## config.mk

```make
export PLATFORM = sky130hd
export DESIGN_NAME = lce_cell
export DESIGN_NICKNAME = d
export VERILOG_FILES = /design/src/design/lce_pkg.sv /design/src/design/lce_cell.sv
export SDC_FILE = /design/constraint.sdc
export NUM_CORES = 1
export LEC_CHECK = 0
export BUFFER_PORTS_ARGS = -buffer_cell sky130_fd_sc_hd__buf_4
export CORE_AREA = 3 3 189 191
export CTS_CLUSTER_DIAMETER = 50
export DETAILED_ROUTE_END_ITERATION = 8
export DIE_AREA = 0 0 192 194
export PLACE_DENSITY = 0.55
export SETUP_SLACK_MARGIN = 0.2
export SLEW_MARGIN = 30
export SYNTH_ARGS = -nofsm -noshare
export SYNTH_HDL_FRONTEND = slang
export SYNTH_SLANG_ARGS = --single-unit
```

## constraint.sdc

```tcl
create_clock -name i_clk -period 18.2 [get_ports i_clk]
set_input_delay 0.91 -clock i_clk [delete_from_list [all_inputs] [get_ports i_clk]]
set_output_delay 0.91 -clock i_clk [all_outputs]
set_load 0.01 [all_outputs]
```

## src/design/lce_pkg.sv

```systemverilog
`default_nettype none

package lce_pkg;

    localparam int SIZE_W = 48;
    localparam int AGE_W  = 63;
    localparam int REM_W  = 53;
    localparam int IDX_OUT_W = 5;

    // One stored entry, without its valid bit and load position
    typedef struct packed {
        logic [SIZE_W-1:0] size;
        logic [AGE_W-1:0]  age;
        logic              kept;
        logic              busy;
    } t_entry;

    // Command broadcast to every cell of the chain
    typedef enum logic [1:0] {
        CELL_HOLD,
        CELL_INSERT,
        CELL_POP,
        CELL_CLEAR
    } t_cell_op;

    typedef enum logic {
        ST_IDLE,
        ST_WALK
    } t_state;

endpackage

`default_nettype wire

```

## src/design/lce_cell.sv

```systemverilog
`default_nettype none

module lce_cell #(
    parameter int IW = 5
) (
    input  wire                  i_clk,
    input  wire                  i_rst_n,
    input  lce_pkg::t_cell_op    i_op,
    input  lce_pkg::t_entry      i_new,
    input  wire  [IW-1:0]        i_new_idx,
    input  lce_pkg::t_entry      i_left,
    input  wire  [IW-1:0]        i_left_idx,
    input  wire                  i_left_valid,
    input  wire                  i_left_gt,
    input  lce_pkg::t_entry      i_right,
    input  wire  [IW-1:0]        i_right_idx,
    input  wire                  i_right_valid,
    output lce_pkg::t_entry      o_entry,
    output logic [IW-1:0]        o_idx,
    output logic                 o_valid,
    output logic                 o_gt
);
    import lce_pkg::*;

    logic          r_valid, n_valid;
    t_entry        r_entry, n_entry;
    logic [IW-1:0] r_idx,   n_idx;

    // New entry goes at or before this cell: empty, or strictly newer than the new one
    assign o_gt    = !r_valid || (r_entry.age > i_new.age);
    assign o_entry = r_entry;
    assign o_idx   = r_idx;
    assign o_valid = r_valid;

    always_comb begin
        n_valid = r_valid;
        n_entry = r_entry;
        n_idx   = r_idx;
        unique case (i_op)
            CELL_HOLD: begin
            end
            CELL_INSERT: begin
                if (o_gt) begin
                    if (i_left_gt) begin
                        n_valid = i_left_valid;
                        n_entry = i_left;
                        n_idx   = i_left_idx;
                    end else begin
                        n_valid = 1'b1;
                        n_entry = i_new;
                        n_idx   = i_new_idx;
                    end
                end
            end
            CELL_POP: begin
                n_valid = i_right_valid;
                n_entry = i_right;
                n_idx   = i_right_idx;
            end
            CELL_CLEAR: begin
                n_valid = 1'b0;
            end
        endcase
    end

    always_ff @(posedge i_clk) begin
        if (!i_rst_n) begin
            r_valid <= 1'b0;
        end else begin
            r_valid <= n_valid;
        end
    end

    always_ff @(posedge i_clk) begin
        r_entry <= n_entry;
        r_idx   <= n_idx;
    end

endmodule

`default_nettype wire

```

==> flow_summary.json, run 1 <==
{
  "critical_path.startpoint_type": "input port",
  "rsz0062_at_grt": "no",
  "drive_gt1_share_pct": 42.3,
  "fp.dieH_um": 194,
  "clkSinkCount": 119,
  "yosys.area.top_type_share_pct": 46.5,
  "finalCritPeriodShare_pct": 25.4,
  "holdPathStages": 2,
  "r2r_end": "o_idx[0]",
  "yosys_warnings": 0,
  "p_per_area_nw_per_um2": 75.3,
  "min-delay-path-class": "reg -> reg",
  "placed_cell_area_um2": 11700,
  "vias_per_cell": 4.32,
  "holdBufCountCts": 0,
  "maxSlewHeadroom_pct": 26.4,
  "r2r_cells": 10,
  "grt_pass1_vias": 7427,
  "setup_viol": 0,
  "hpwl_mm": 25.0,
  "critical_path.endpoint": "o_idx[0]",
  "cts_buffers": 17,
  "wl_per_cell_um": 18.3,
  "switching_power_mw": 0.276,
  "rrSetupSlack_ps": 13760,
  "finalSetupTns_ps": 0,
  "end_kind": "flop",
  "status": "finished clean",
  "peakVddDrop_uv": 53.6,
  "dieArea_um2": 37200,
  "p_leak_nw": 5.80,
  "nets": 1642,
  "grt_overflow": 0,
  "required_ps": 18230,
  "area_delta_synth_final_pct": 60.8,
  "yosysUniqueCellTypes": 34,
  "r2r-start": "o_entry[63]",
  "crit_fanout": 66,
  "ys_seq_area_share_pct": 46.8,
  "wl_mm": 30.8,
  "fin_ws_ps": 13590,
  "cts_resized": 0,
  "crit_start": "i_new[63]",
  "post-cts-setup-buffers": 0,
  "drt_first_pass_iters": 4,
  "synthCells": 754,
  "io_pins": 481,
  "worstPathArrival_ps": 4640,
  "worst-setup-path-type": "in -> reg",
  "num_rows": 68,
  "synth_nets": 1178,
  "path_clk_slew_ps": 60,
  "p_total_mw": 0.923,
  "dp_slack_ps": 13050,
  "cts_max_path_buffers": 2,
  "synthTopCellsByArea": "edfxtp_1 (47%), mux2i_1 (16%), ha_1 (10%)",
  "antenna_left": 0,
  "portBuffers": 480,
  "antenna_found_initial": 0,
  "synth_seq_cells": 119,
  "grt.total_usage_pct": 15.7,
  "drc": 0,
  "grt_max_degree": 238,
  "synth_top_area_cell": "edfxtp_1",
  "core_um2": 34300,
  "p_int_mw": 0.647,
  "die_x_um": 192,
  "clkLatencyLatePin_ps": 420,
  "grt_pass1_wl_mm": 43.9,
  "slew_violations": 0,
  "power.share.switching_pct": 29.9,
  "drv_cap": 0,
  "seqPwrFrac_pct": 38.9,
  "antenna_cells": 0,
  "cts_tree": "built",
  "synth_area_um2": 7610,
  "stdcell_area_um2": 12200,
  "gp_congestion": 0.821,
  "start_util_pct": 22.2,
  "clockRootBuffer": "clkbuf_16",
  "fin_crit_ps": 4610,
  "h-tree-depth": 4,
  "comb_power_share_pct": 26.5,
  "avgSynthCellArea_um2": 10.1,
  "worst_pin_slew_ps": 1100,
  "timing.fmax_mhz": 217,
  "finClkSkew_ps": 12.5,
  "num_vias": 7277,
  "hold_viol": 0,
  "pwr-share-clk_pct": 34.6,
  "whs_ps": 734,
  "first_iter_violations": 249
}
[power groups by stage]
stage / clock network (mW) / logic, mW / registers [mW]
finish: 0.319 / 0.245 / 0.359
global route: 0.345 / 0.270 / 0.362
CTS: 0.334 / 0.251 / 0.360
detailed placement: 0 / 0.250 / 0.365
global placement: 0 / 0.248 / 0.364
floorplan: 0 / 0.0856 / 0.382
[cell usage in the layout, fill, tap and decap left out, types with 6 or more instances in the layout]
cell type	netlist	final
ha_1	63	63
nand2_1	133	133
nor3_1	7	7
clkbuf_16	0	17
inv_1	67	67
a21oi_1	25	25
mux2i_1	118	118
o21ai_0	132	132
buf_4	0	481
edfxtp_1	118	118
inv_6	0	6
nand4_1	15	15
[stage by stage]
stage	utilization, %	instances
2_1_floorplan	-	754
3_3_place_gp	34.1	1654
3_5_place_dp	34.1	1654
4_1_cts	35.7	1685
5_1_grt	35.7	1685
6_report	35.7	1685
[cell families after synthesis]
| family | share of synthesized area, % |
|---|---|
| AOI/OAI and AO/OA | 12.1 |
| adders and majority gates | 10.4 |
| buffers and inverters | 5.29 |
| DFF | 46.8 |
| muxes | 15.5 |
| and+or+nand+nor | 9.94 |
[cell usage after synthesis]
cell type  instances
nand3b_1           2
o22ai_1            1
a221oi_1           3
ha_1              63
or4_1              1
o41ai_2            1
buf_1              5
o21a_1             1
nand3_1            5
dfxtp_1            1
nand4_1           15
o31ai_1            2
clkbuf_1          30
nand2_1          133
nor3_1             7
a211oi_1           2
nor4_1             3
nor4b_1            1
and3b_1            1
nor3_2             1
a21oi_1           25
or4_4              1
a21o_1             3
and2_1             1
a22o_1             1
o21ai_0          132
inv_1             67
nor2_1             3
mux2i_1          118
o2bb2ai_1          1
buf_2              4
o21ba_2            1
nor2b_1            1
edfxtp_1         118
[layout make-up]
type / instances / area [um2]
repair buffers: 484 / 3650
clock inverters: 14 / 118
well taps: 455 / 569
inverters: 67 / 251
flip-flops and latches: 119 / 3560
fillers: 3525 / 22000
clock buffers: 17 / 425
multi-input cells: 529 / 3670
[worst min path at each step]
stage	start	endpoint	slack, ps
2_1_floorplan	o_valid	o_valid	710
3_3_place_gp	o_valid	o_valid	710
3_5_place_dp	o_valid	o_valid	720
4_1_cts	i_right[14]	o_entry[14]	740
5_1_grt	i_right[55]	o_entry[55]	750
6_report	o_valid	o_valid	730
[sequential cells by signal, summed over array words and instances (netlist names)]
signal   count
o_idx        5
o_entry    113
o_valid      1
[critical path, cell delays in order]
cell and delay (ps):
buf_4 100, inv_1 50, ha_1 290, nand4_1 260
or4_4 570, nor3_2 220, and2_1 170, o2bb2ai_1 120
nor4b_1 110, o41ai_4 310, buf_4 600, buf_4 780
[routing by layer]
layer,wire length (um),global-route usage [%],vias to the layer above
met2,15900,28.9,302
li1,-,-,3658
met5,0,0,-
met4,429,3.80,0
met3,2600,4.74,22
met1,11800,17.6,3295
Note: power is estimated with default switching activity, not from simulation.
==> run 2, diff against run 1 <==
--- a/config.mk
+++ b/config.mk
@@ -10,7 +10,7 @@
 export CTS_CLUSTER_DIAMETER = 50
 export DETAILED_ROUTE_END_ITERATION = 8
 export DIE_AREA = 0 0 192 194
-export PLACE_DENSITY = 0.55
+export PLACE_DENSITY = 0.57
 export SETUP_SLACK_MARGIN = 0.2
 export SLEW_MARGIN = 30
 export SYNTH_ARGS = -nofsm -noshare
==> constraint.sdc (replaced) <==
create_clock -name i_clk -period 3.9 [get_ports i_clk]
set_input_delay 0.195 -clock i_clk [delete_from_list [all_inputs] [get_ports i_clk]]
set_output_delay 0.195 -clock i_clk [all_outputs]
set_load 0.01 [all_outputs]
==> flow_summary.json, run 2 (same netlist as run 1, synthesis figures left out) <==
{
  "pwr-share-clk_pct": 38.0,
  "drive_gt1_share_pct": 43.1,
  "antenna_cells": 0,
  "slowest_stage": "or4_4",
  "cts_buffers": 17,
  "crit_fanout": 49,
  "first_iter_violations": 291,
  "cp_num_buf_inv": 1,
  "portBuffers": 480,
  "hold_viol": 0,
  "required_ps": 3980,
  "grt_pass1_vias": 7596,
  "worst-setup-path-type": "reg -> reg",
  "finClkSkew_ps": 12.9,
  "antenna_found_initial": 0,
  "power.share.switching_pct": 28.0,
  "drc": 0,
  "maxSlewHeadroom_pct": 35.8,
  "cp_slowest_stage_delay_ps": 580,
  "antenna_left": 0,
  "critical_path.startpoint_type": "flop",
  "fin_crit_ps": 3390,
  "p_total_mw": 4.58,
  "die_x_um": 192,
  "setup_viol": 0,
  "wl_per_cell_um": 17.5,
  "peakVddDrop_uv": 279,
  "grt_pass1_wl_mm": 42.9,
  "worst_pin_slew_ps": 962,
  "hpwl_mm": 24.5,
  "num_rows": 68,
  "finalSetupTns_ps": 0,
  "start_util_pct": 22.2,
  "finalCritPeriodShare_pct": 86.8,
  "holdPathStages": 3,
  "cts_resized": 0,
  "fp.dieH_um": 194,
  "largest_reg_flops": 113,
  "dieArea_um2": 37200,
  "status": "finished clean",
  "grt_max_degree": 134,
  "r2r_cells": 9,
  "seq_area_um2": 3560,
  "final_cell_mix": "buf_4 (482), nand2_1 (133), o21ai_0 (132)",
  "switching_power_mw": 1.28,
  "rsz0062_at_grt": "no",
  "p_per_area_nw_per_um2": 366,
  "p_int_mw": 3.30,
  "placed_cell_area_um2": 11800,
  "cts_max_path_buffers": 2,
  "clockRootBuffer": "clkbuf_16",
  "timing.fmax_mhz": 295,
  "cp_cell_sequence": "ha_1 > nand4_1 > or4_4 > nor3_2 > and2_1 > o2bb2ai_2 > nor4b_2 > o41ai_4 > buf_12",
  "stdcell_area_um2": 12500,
  "holdBufCountCts": 0,
  "slew_violations": 0,
  "path_clk_slew_ps": 60,
  "p_leak_nw": 5.90,
  "comb_power_share_pct": 25.6,
  "grt_overflow": 0,
  "min-delay-path-class": "in -> reg",
  "nFillCells": 3483,
  "gp_congestion": 0.857,
  "drt_first_pass_iters": 4,
  "clkLatencyLatePin_ps": 410,
  "cts_tree": "built",
  "worstPathArrival_ps": 3460,
  "drv_cap": 0,
  "layout.cells.most_common": "buf_4",
  "vias_per_cell": 4.29,
  "area_delta_synth_final_pct": 64.0,
  "multi_input_area_um2": 3730,
  "end_kind": "flop",
  "core_um2": 34300,
  "wl_mm": 29.5,
  "h-tree-depth": 4,
  "io_pins": 481,
  "grt.total_usage_pct": 15.1,
  "crit_family": "simple AND/OR/NAND/NOR gates",
  "seqPwrFrac_pct": 36.4,
  "cp.depth": 9,
  "post-cts-setup-buffers": 0,
  "clkSinkCount": 119,
  "nets": 1646,
  "num_vias": 7251
}
-- run 2: cell type report --
class	instances	share of cell area [%]
clock inverter	15	1.73
tap	455	4.56
clock buffer	17	3.41
sequential	119	28.5
inverter	67	2.01
multi-input combinational	529	29.9
timing repair buffer	488	29.9
-- run 2: worst min-delay path, stage by stage --
cell	delay, ps
buf_4	80
nand2_1	30
o21ai_0	50
-- run 2: through the flow --
step	util, %	setup WS, ps	instances	hold slack (ps)
2_1_floorplan	-	-2390	754	382
3_3_place_gp	34.6	518	1658	468
3_5_place_dp	34.6	459	1658	478
4_1_cts	36.4	446	1690	31.9
5_1_grt	36.4	307	1690	50.8
6_report	36.4	513	1690	57.7
-- run 2: power by group through the flow --
stage               clock, mW  combinational, mW  sequential (mW)
CTS                      1.81               1.20             1.67
detailed placement          0               1.20             1.70
floorplan                   0              0.409             1.77
global route             1.86               1.29             1.68
global placement            0               1.18             1.69
finish                   1.74               1.17             1.67
-- run 2: worst paths after layout --
kind                            slack, ps      endpoint         start
worst max-delay path                  510   o_entry[40]   o_entry[62]
worst min-delay path                   60  o_entry[100]  i_right[100]
worst max register to register        510   o_entry[40]   o_entry[62]
worst min register to register        740       o_valid       o_valid
-- run 2: routing by layer --
metal  share of wire [%]  vias to the layer above  track usage, %  routed length (um)
li1                    -                     3664               -                   -
met1                  39                     3283            17.2               11400
met2                  53                      286            28.0               15500
met3                 7.5                       18            3.78                2210
met4                 1.3                        0            3.32                 371
met5                   0                        -               0                   0
